$ cat src/rtl/bfs_hop_distance_macros.svh
// Assertion macros for the hop distance block.
// Define ASSERT_OFF to compile them away.
`ifndef BFS_HOP_DISTANCE_MACROS_SVH
`define BFS_HOP_DISTANCE_MACROS_SVH
`ifndef ASSERT_OFF
`define BHD_ASSERT_IMP(label, clk, rst_n, ante, cons) \
  label: assert property (@(posedge clk) disable iff (!rst_n) (ante) |-> (cons)) \
    else $error("assertion failed");
`define BHD_ASSERT_NXT(label, clk, rst_n, ante, cons) \
  label: assert property (@(posedge clk) disable iff (!rst_n) (ante) |=> (cons)) \
    else $error("assertion failed");
`else
`define BHD_ASSERT_IMP(label, clk, rst_n, ante, cons)
`define BHD_ASSERT_NXT(label, clk, rst_n, ante, cons)
`endif
`endif

$ cat src/rtl/bhd_pkg.sv
// Shared codes and types of the hop distance block.
// No dependencies.
package bhd_pkg;
  typedef enum logic [1:0] {
    FUNC_ADD   = 2'd0,
    FUNC_RUN   = 2'd1,
    FUNC_CLEAR = 2'd2,
    FUNC_NONE  = 2'd3
  } func_t;

  typedef enum logic [1:0] {
    ST_OK    = 2'd0,
    ST_FULL  = 2'd1,
    ST_RANGE = 2'd2,
    ST_RSVD  = 2'd3
  } status_t;

  localparam logic CFG_VERTEX_COUNT = 1'b0;
  localparam logic CFG_TWO_WAY      = 1'b1;

  typedef struct packed {
    logic [1:0] status;
    logic [5:0] vertex;
    logic [5:0] distance;
    logic       reached;
    logic       last;
  } result_t;
endpackage

$ cat src/rtl/bhd_out_skid.sv
// Output register stage for result transactions.
// Depends on bhd_pkg.
module bhd_out_skid (
  input  logic             clk,
  input  logic             rst_n,
  input  logic             push,
  input  bhd_pkg::result_t push_data,
  output logic             full,
  output logic             out_tvalid,
  input  logic             out_tready,
  output bhd_pkg::result_t out_data
);
  import bhd_pkg::*;

  logic    valid_r;
  result_t data_r;

  assign full       = valid_r && !out_tready;
  assign out_tvalid = valid_r;
  assign out_data   = data_r;

  always_ff @(posedge clk) begin
    if (!rst_n) begin
      valid_r <= 1'b0;
    end else if (push) begin
      valid_r <= 1'b1;
    end else if (out_tready) begin
      valid_r <= 1'b0;
    end
  end

  always_ff @(posedge clk) begin
    if (push) begin
      data_r <= push_data;
    end
  end
endmodule

$ cat config.mk
export PLATFORM = sky130hd
export DESIGN_NAME = bhd_out_skid
export DESIGN_NICKNAME = d
export VERILOG_FILES = /design/src/rtl/bfs_hop_distance_macros.svh /design/src/rtl/bhd_pkg.sv /design/src/rtl/bhd_out_skid.sv
export SDC_FILE = /design/constraint.sdc
export NUM_CORES = 1
export LEC_CHECK = 0
export BUFFER_PORTS_ARGS = -buffer_cell sky130_fd_sc_hd__buf_2
export CAP_MARGIN = 15
export CORE_AREA = 2 2 45 47
export DETAILED_ROUTE_END_ITERATION = 7
export DIE_AREA = 0 0 47 49
export HOLD_SLACK_MARGIN = 0.02
export SYNTH_ARGS = -nofsm -noshare
export SYNTH_HDL_FRONTEND = slang
export SYNTH_SLANG_ARGS = --single-unit
$ cat constraint.sdc
create_clock -name clk -period 0.8 [get_ports clk]
set_input_delay 0.08 -clock clk [delete_from_list [all_inputs] [get_ports clk]]
set_output_delay 0.08 -clock clk [all_outputs]
set_load 0.005 [all_outputs]
### Word level (Yosys, flattened, before mapping)

Cells that the tools add are included.

| word-level totals | value |
|---|---|
| input port bits | 20 |
| register bits | 17 |
| logic and storage cells | 11 |
| output and inout bits | 18 |

| operators by class | value |
|---|---|
| reduce and logical (&&, ||, !) cells | 3 |
| mux-type cells | 2 |

Operators by type and width:

| cell | count |
|---|---|
| $mux 1 | 2 |
| $reduce_bool 2->1 | 1 |
| $logic_and 1x1->1 | 1 |
| $logic_not 1->1 | 1 |

### Logic depth before layout (Yosys ltp)

Gate-level depths: netlist of the first run.

| depth | value |
|---|---|
| depth after elaboration | 2 |
| gate-level depth with buffers | 2 |
| mapped depth without buffers | 2 |

### Least setup slack after synthesis of the first run

OpenSTA, ideal clock, no wires.

| timing | value |
|---|---|
| path kind | reg-to-reg |
| from | reg out_tvalid (netlist name) |
| to | reg valid_r (netlist: out_tvalid) |
| data required time | 685 ps |
| setup time | 115 ps |
| arrival | 569 ps |
| cell stages (with the launch flop) | 3 |
| slack | 116 ps |
| buffers on the path | 0 |
| clock period less this slack | 684 ps |
| path through | dfxtp_1 nor2b_4 o21a_1 |

RTL lines:

| element | RTL line | text |
|---|---|---|
| end signal, assigned | bhd_out_skid.sv:24 | `valid_r <= 1'b0;` |
| end signal, assigned | bhd_out_skid.sv:26 | `valid_r <= 1'b1;` |
| end signal, assigned | bhd_out_skid.sv:28 | `valid_r <= 1'b0;` |
| end, declared | bhd_out_skid.sv:15 | `logic valid_r;` |

### Final worst setup path of the first run

| timing | value |
|---|---|
| from | reg valid_r (netlist: out_tvalid) |
| to | out full |

| between the ends | value |
|---|---|
| cells in the longest elaborated chain, start to end | 1 |

Ends and longest elaborated chain:

| element | RTL line | text |
|---|---|---|
| $logic_and 1x1->1 | bhd_out_skid.sv:18 | `assign full = valid_r && !out_tready;` |
| end, declared | bhd_out_skid.sv:8 | `output logic full,` |

No other way between the ends.

==> results of run 1 <==
-- routing by layer --
metal / vias up / track usage (%) / share of wire, %
met3: 0 / 3.33 / 7.1
met2: 19 / 19.4 / 59
met5: - / 0 / 0
li1: 192 / - / -
met4: 0 / 5.56 / 0
met1: 182 / 8.27 / 34
-- layout make-up --
type / count / area, sq um
Multi-Input combinational cell: 2 / 21.3
Clock buffer: 4 / 26.3
Sequential cell: 17 / 502
Fill cell: 167 / 896
Timing Repair Buffer: 55 / 363
Tap cell: 27 / 33.8
-- cells by family after synthesis --
logic type         Yosys count  synth area share, %
AOI/OAI and AO/OA            1                 1.44
and+or+nand+nor              1                 2.64
DFF                         17                 95.9
-- how the worst max path moves through the flow --
stage | endpoint | cells past startpoint
after floorplan | out_tvalid | 2
after global placement | out_data[2] | 1
after detailed placement | out_data[15] | 1
after CTS | full | 2
after global routing | full | 2
final | full | 2
-- metrics by stage --
| step | total power, mW | util (%) |
|---|---|---|
| finish | 1.72 | 51.4 |
| detailed placement | 1.23 | 40.2 |
| floorplan | 1.10 | - |
| global route | 1.81 | 51.4 |
| global placement | 1.22 | 40.2 |
| CTS | 1.74 | 51.0 |
-- cells in the final DEF, fill, tap and decap left out --
cell	instances
edfxtp_1	16
buf_2	37
o21a_1	1
clkbuf_4	3
buf_4	1
dlygate4sd3_1	17
dfxtp_2	1
clkbuf_1	1
nor2b_4	1
-- critical path: stages, from the launching register on --
cell	delay, ns
dfxtp_2	0.33
nor2b_4	0.13
buf_2	0.12
-- state kept, by name (all words and copies together), names as in the netlist --
signal      flops
out_tvalid      1
out_data       16
-- repair_timing --
action,in CTS,in global routing
gates resized for setup,1,0
hold buffers,17,0
hold endpoints to repair,17,0
buffers inserted,0,1
endpoints found under the setup margin,18,18
-- power by group through the flow --
stage / combinational (mW) / sequential [mW] / clock (mW)
detailed placement: 0.145 / 1.08 / 0
floorplan: 0.00791 / 1.10 / 0
finish: 0.210 / 1.07 / 0.441
global placement: 0.143 / 1.08 / 0
global route: 0.231 / 1.07 / 0.506
CTS: 0.209 / 1.06 / 0.466
==> out/qor.txt, run 1 <==
Status: finished with violations
Failing checks: setup timing
Post-synthesis sequential area ratio: 95.9%
Row count: 16
Crit path max fanout: 2
Final hold vios: 0
FFs w/ async S/R, synth: 0%
Final GP Congestion: 0.595
Crit path DAT: 0.86 ns
Ys flop type: edfxtp_1
Unrepaired setup endpoints after global routing: yes
DRC viols: 0
Clk_lat worst skew: 0.28 ns
I/O pins: 38
Cell area after synthesis: 522 sq um
Worst EP required: 0.72 ns
Chip height: 49 um
Vias per cell: 3.74
First-pass GRT wire length: 1560 um
Tmin final: 0.936 ns
Root Driver: clkbuf_4
Core Box Area: 0.00184 sq mm
N_diodes: 0
Sw frac: 19.7%
Die area: 0.00230 sq mm
Layout Skew: 0 ns
Clock Path Buffers: 2
Post-DRT Antenna Nets: 0
P_leak: 0.411 nW
Vias: 393
Mapped Cells: 19
Total Routing Usage GR: 10.2%
Largest net degree at the start of global routing: 18
Area leader, netlist: edfxtp_1
Synth area leaders: edfxtp_1 92%, dfxtp_1 3.8%, nor2b_4 2.6%
Initial Util: 28.3%
Clk slew on worst S/H paths: 0.09 ns
I/O Buffers: 37
Final #Nets: 99
Worst r2r src: out_tvalid
Max cap viols: 0
Worst slew margin relative to its limit: 75.2%
Syn Area/Cell: 27.5 sq um
CTS Sinks: 17
Top-count cell post-synth: edfxtp_1
Grt ovf: 0
Worst Setup Path Type: flip-flop to primary output
Seq cells post-synth: 17
Post-Place Setup Slack: 0.0365 ns
Hold EP: out_tvalid
Layout Cells excl Fill: 105
Die width: 47 um
CTS tree: built
Syn Nets: 39
DR WL/cell: 10.5 um
Final wirelength: 1110 um
Switch Pwr: 337 uW
Placed insts: 83
Hold WS: 0.222 ns
Internal power: 1.38 mW
HP Start: out_tready
Finished Cell Area: 946 sq um
Clock power share: 25.7%
Dpl cell area: 741 sq um
R2R depth: 3
Startpoint types: flip-flop
TritonCTS Buffers: 3
Worst Hold Depth: 4
TNS Setup: -1.12 ns
Logic pwr share: 12.3%
Sequential Power Share: 62.0%
Yosys cell types: 4
Area growth syn-to-layout: 81.3%
Crit share post-route: 117%
H-tree lvl count: 1
Number of global-route vias before repair: 390
Layout cells sized above 1: 55.1%
Slew Viols, Final: 0
Final WS setup: -0.136 ns
Most common library cells after synthesis: 16 x edfxtp_1, 1 x dfxtp_1, 1 x nor2b_4, 1 x o21a_1
Yosys warns: 0
Worst-margin pin slew: 0.372 ns
Post-synth EDFFs: 16
Pwr/cell area: 1820 mW/mm^2
Final Setup Violations: 19
Worst hold path class: input pin to flip-flop
Yosys top cell area share: 92.1%
Reg-to-Reg End: out_tvalid
Initial drt markers: 1
Drt first pass iters: 3
Fmax: 1070 MHz
Setup slack, reg-to-reg: 0 ns
Initial antenna violation count: 0
Worst setup startpoint: out_tvalid
Setup crit end kind: primary output
Maximum VDD drop: 960 uV
Power figures use the tool's default switching activity.
==> inputs of run 2 (changes only) <==
CORE_AREA = 2 2 41 43   (was 2 2 45 47)
DIE_AREA = 0 0 43 45   (was 0 0 47 49)
PLACE_DENSITY = 0.71   (was not set)
==> out/qor.txt, run 2 (synthesis gave the netlist of run 1 again) <==
Status: finished with violations
Failing checks: setup timing
Logic pwr share: 12.3% (about the same)
Clock Path Buffers: 2 (unchanged)
Worst slew margin relative to its limit: 75.2% (about the same)
Pwr/cell area: 1840 mW/mm^2 (+1.6%)
Setup crit end kind: primary output
P_leak: 0.406 nW (-1.3%)
First-pass GRT wire length: 1590 um (+1.8%)
DR WL/cell: 11.6 um (+10%)
Crit path DAT: 0.85 ns (about the same)
Largest net degree at the start of global routing: 18 (unchanged)
Power after layout: 1.71 mW (-0.68%)
Clock power share: 25.5% (-0.2 points)
Internal power: 1.38 mW (-0.24%)
Sequential Power Share: 62.2% (+0.2 points)
CTS Sinks: 17 (unchanged)
Slew Viols, Final: 0 (unchanged)
Layout cells sized above 1: 54.5% (-0.58 points)
Final GP Congestion: 0.623 (+4.7%)
Area growth syn-to-layout: 77.2%
Initial drt markers: 6 (+5)
Drt first pass iters: 2 (-1)
Startpoint types: flip-flop
TritonCTS Buffers: 3 (unchanged)
Chip height: 45 um (-8.2%)
Switch Pwr: 329 uW (-2.5%)
I/O Buffers: 37 (unchanged)
Final WS setup: -0.134 ns (+0.00211 ns)
Commonest non-fill, non-tap cell in the layout: buf_2
Most frequent cells in the layout: 37 x buf_2, 17 x dlygate4sd3_1, 16 x edfxtp_1
Total Routing Usage GR: 12.1% (+1.9 points)
Max cap viols: 0 (unchanged)
FILL cells: 125 (-25%)
Hold WS: 0.116 ns (-0.106 ns)
Crit share post-route: 117% (-0.26 points)
Crit path max fanout: 2 (unchanged)
Initial antenna violation count: 0 (unchanged)
CTS tree: built
Post-Place Setup Slack: 0.0442 ns (+0.00773 ns)
Worst EP required: 0.72 ns (about the same)
Fmax: 1070 MHz (+0.23%)
Initial Util: 35.5% (+7.1 points)
I/O pins: 38 (unchanged)
Row count: 14 (-2)
Number of global-route vias before repair: 352 (-9.7%)
Largest register FFs: 16 (unchanged)
Worst Setup Path Type: flip-flop to primary output
DRC viols: 0 (unchanged)
Final wirelength: 1080 um (-2.4%)
Clk slew on worst S/H paths: 0.10 ns (about the same)
Final hold vios: 0 (unchanged)
Tmin final: 0.934 ns (-0.00211 ns)
Vias: 375 (-4.6%)
Maximum VDD drop: 1250 uV (+31%)
Die width: 43 um (-8.5%)
Layout Skew: 0 ns (unchanged)
Die area: 0.00194 sq mm (-16%)
Vias per cell: 4.03 (+7.7%)
TNS Setup: -0.886 ns (+0.233 ns)
Multi-input logic area: 21.3 sq um (unchanged)
Register area: 502 sq um (unchanged)
Sw frac: 19.3% (-0.35 points)
Worst hold path class: input pin to flip-flop
H-tree lvl count: 1 (unchanged)
Final #Nets: 98 (-1.0%)
Root Driver: clkbuf_4
N_diodes: 0 (unchanged)
Core Box Area: 0.00147 sq mm (-20%)
Worst-margin pin slew: 0.373 ns (+0.000530 ns)
Clk_lat worst skew: 0.28 ns (about the same)
Post-DRT Antenna Nets: 0 (unchanged)
Final Setup Violations: 18 (-1)
Grt ovf: 0 (unchanged)
Unrepaired setup endpoints after global routing: yes
-- run 2: timing repair --
action	CTS	global route
hold buffers	17	0
resized for setup	1	0
endpoints found under the setup margin	18	18
hold endpoints to repair	17	0
setup buffers	0	0
-- run 2: final timing paths --
check | from | endpoint | slack (ns) | depth (start not counted)
setup / recovery | out_tvalid | full | -0.13 | 2
hold / removal | out_tready | out_tvalid | 0.12 | 3
setup reg to reg | out_tvalid | out_tvalid | 0.11 | 2
hold reg to reg | out_tvalid | out_tvalid | 0.59 | 2
-- run 2: final cells by class --
class	count	area share [%]
Sequential cell	17	54.3
Timing Repair Buffer	54	38.4
Clock buffer	4	2.84
Multi-Input combinational cell	2	2.30
Tap cell	16	2.17
-- run 2: power groups by stage --
| stage | sequential (mW) | combinational, mW | clock [mW] |
|---|---|---|---|
| 2_1_floorplan | 1.10 | 0.00791 | 0 |
| 3_3_place_gp | 1.08 | 0.141 | 0 |
| 3_5_place_dp | 1.08 | 0.145 | 0 |
| 4_1_cts | 1.06 | 0.209 | 0.449 |
| 5_1_grt | 1.07 | 0.227 | 0.484 |
| 6_report | 1.06 | 0.209 | 0.435 |
-- run 2: stage by stage --
stage / util [%] / cell area [sq um] / instances
after global placement: 49.4 / 727 / 72
after detailed placement: 49.4 / 727 / 72
after global routing: 62.8 / 925 / 93
after floorplan: - / 522 / 19
final: 62.8 / 925 / 93
after CTS: 62.8 / 925 / 93
-- run 2: layer usage --
metal / part of all wire (%) / GRT usage, % / vias to the layer above
met3: 7.2 / 3.20 / 2
met4: 1.0 / 7.27 / 0
li1: - / - / 189
met1: 37 / 12.0 / 166
met5: 0 / 0 / -
met2: 55 / 22.7 / 18
-- run 2: worst max-delay path, cell delays in order (launching register included) --
cell and delay, ns:
dfxtp_2 0.34, nor2b_4 0.13, buf_2 0.11
==> inputs of run 3 (changes only) <==
==> constraint.sdc (replaced) <==
create_clock -name clk -period 0.8 [get_ports clk]
set_input_delay 0.2 -clock clk [delete_from_list [all_inputs] [get_ports clk]]
set_output_delay 0.2 -clock clk [all_outputs]
set_load 0.005 [all_outputs]
==> out/qor.txt, run 3 (synthesis gave the netlist of run 1 again) <==
Status: finished with violations
Failing checks: setup timing
Logic pwr share: 8.9% (-3.4 points)
Hold EP: out_data[13]
Number of global-route vias before repair: 287 (-18%)
Internal power: 1.33 mW (-3.7%)
Clock power share: 26.3% (+0.8 points)
Die area: 0.00194 sq mm (unchanged)
Top delay family on crit path: flip-flops
Area growth syn-to-layout: 46.0%
Worst Hold Depth: 1 (-2)
CTS Sinks: 17 (unchanged)
Max cap viols: 0 (unchanged)
Crit path max fanout: 2 (unchanged)
Unrepaired setup endpoints after global routing: yes
Final Setup Violations: 19 (+1)
DRC viols: 0 (unchanged)
Drt first pass iters: 1 (-1)
Maximum VDD drop: 1170 uV (-6.9%)
Layout cells sized above 1: 70.5% (+16 points)
Layout Cells excl Fill: 77 (-17%)
I/O Buffers: 37 (unchanged)
Worst r2r src: out_tvalid
Register area: 502 sq um (unchanged)
I/O pins: 38 (unchanged)
Core Box Area: 0.00147 sq mm (unchanged)
Clock Path Buffers: 2 (unchanged)
Row count: 14 (unchanged)
P_leak: 0.340 nW (-16%)
H-tree lvl count: 1 (unchanged)
Sw frac: 19.1% (-0.24 points)
Vias per cell: 4.09 (+1.5%)
Most frequent cells in the layout: 37 x buf_2, 16 x edfxtp_1, 3 x clkbuf_4
Switch Pwr: 312 uW (-5.2%)
Setup slack, reg-to-reg: -0.01 ns (-0.12 ns)
Total Routing Usage GR: 9.77% (-2.4 points)
Final wirelength: 857 um (-21%)
HP Start: push_data[13]
Multi-input logic area: 21.3 sq um (unchanged)
Commonest non-fill, non-tap cell in the layout: buf_2
Initial Util: 35.5% (unchanged)
Fmax: 953 MHz (-11%)
Die width: 43 um (unchanged)
Sequential Power Share: 64.8% (+2.6 points)
Largest net degree at the start of global routing: 18 (unchanged)
First-pass GRT wire length: 1250 um (-21%)
Util after Layout: 51.8% (-11 points)
Grt ovf: 0 (unchanged)
Clk_lat worst skew: 0.28 ns (about the same)
Worst path buffer plus inverter count: 1 (unchanged)
Vias: 315 (-16%)
CTS tree: built
TritonCTS Buffers: 3 (unchanged)
Initial drt markers: 0 (-6)
Reg-to-Reg End: out_tvalid
Tmin final: 1.05 ns (+0.116 ns)
Largest register FFs: 16 (unchanged)
R2R depth: 3 (+1)
Startpoint types: flip-flop
Worst-margin pin slew: 0.361 ns (-0.0113 ns)
Layout Skew: 0 ns (unchanged)
Crit-path slowest cell: dfxtp_2
Clk slew on worst S/H paths: 0.09 ns (about the same)
DR WL/cell: 11.1 um (-4.0%)
Met3 wire len: 84 um (+7.7%)
Crit path DAT: 0.85 ns (about the same)
Worst hold path class: input pin to flip-flop
CP Cell Sequence: nor2b_4 -> buf_2
Worst Setup Path Type: flip-flop to primary output
# hold bufs at CTS: 0 (-17)
Chip height: 45 um (unchanged)
N_diodes: 0 (unchanged)
Placed insts: 72 (unchanged)
Final GP Congestion: 0.624 (+0.14%)
Final WS setup: -0.250 ns (-0.116 ns)
Final hold vios: 0 (unchanged)
Initial antenna violation count: 0 (unchanged)
Worst slew margin relative to its limit: 75.9% (+0.76 points)
Worst EP required: 0.60 ns (-0.12 ns)
Root Driver: clkbuf_4
Post-DRT Antenna Nets: 0 (unchanged)
Slew Viols, Final: 0 (unchanged)
FILL cells: 138 (+10%)
Pwr/cell area: 2150 mW/mm^2 (+16%)
Met2 WL: 462 um (-22%)
Highest routed layer: met4
Setup crit end kind: primary output
TNS Setup: -3.08 ns (-2.19 ns)
Final #Nets: 82 (-16%)
Wire length on met1: 298 um (-25%)
Crit share post-route: 131% (+14 points)
Slowest stage delay, CP: 0.33 ns (about the same)
==> run 3: changes by cell type in the layout (fill, tap and decap cells not counted), sizes merged <==
cell	before	now
buf	37	38
dlygate4sd3	17	0
==> run 3: final cells by class <==
class | count | share of cell area [%]
clock buffer | 4 | 3.45
multi-input combinational | 2 | 2.79
sequential | 17 | 65.8
tap | 16 | 2.63
timing repair buffer | 38 | 25.3
==> run 3: worst max path at each step <==
stage                     from           end  slack, ns  cells past startpoint
global placement          push   out_data[9]      -0.05                      1
CTS                 out_tvalid          full      -0.27                      2
floorplan           out_tvalid    out_tvalid       0.12                      2
detailed placement        push  out_data[15]      -0.07                      1
global route        out_tvalid          full      -0.29                      2
finish              out_tvalid          full      -0.25                      2
==> run 3: routing by layer <==
| metal | vias up | global-route usage (%) |
|---|---|---|
| met5 | - | 0 |
| met4 | 0 | 10.9 |
| met3 | 2 | 2.80 |
| met2 | 18 | 14.8 |
| met1 | 137 | 10.3 |
| li1 | 158 | - |
==> run 3: power by group through the flow <==
stage               clock network, mW  registers, mW  logic, mW
floorplan                           0           1.10    0.00791
global placement                    0           1.08      0.141
detailed placement                  0           1.08      0.146
CTS                             0.456           1.06      0.146
global route                    0.504           1.07      0.161
finish                          0.431           1.06      0.146
==> run 3: worst reg2reg max path, stage by stage (launching register included) <==
cell     delay [ns]
dfxtp_2        0.33
nor2b_4        0.12
buf_4          0.12
o21a_1         0.15
==> run 3: per-stage QoR <==
stage | instance area (sq um) | total power, mW | setup slack, ns | hold slack (ns)
final | 762 | 1.64 | -0.250 | 0.0894
after global placement | 727 | 1.22 | -0.0459 | 0.377
after global routing | 762 | 1.73 | -0.292 | 0.0666
after CTS | 754 | 1.66 | -0.265 | 0.0757
after detailed placement | 727 | 1.23 | -0.0727 | 0.378
after floorplan | 522 | 1.10 | 0.116 | 0.299
==> run 3: timing repair <==
item                       4_1_cts  5_1_grt
setup endpoints to repair       18       18
resized for setup                1        0
buffers inserted                 0        1
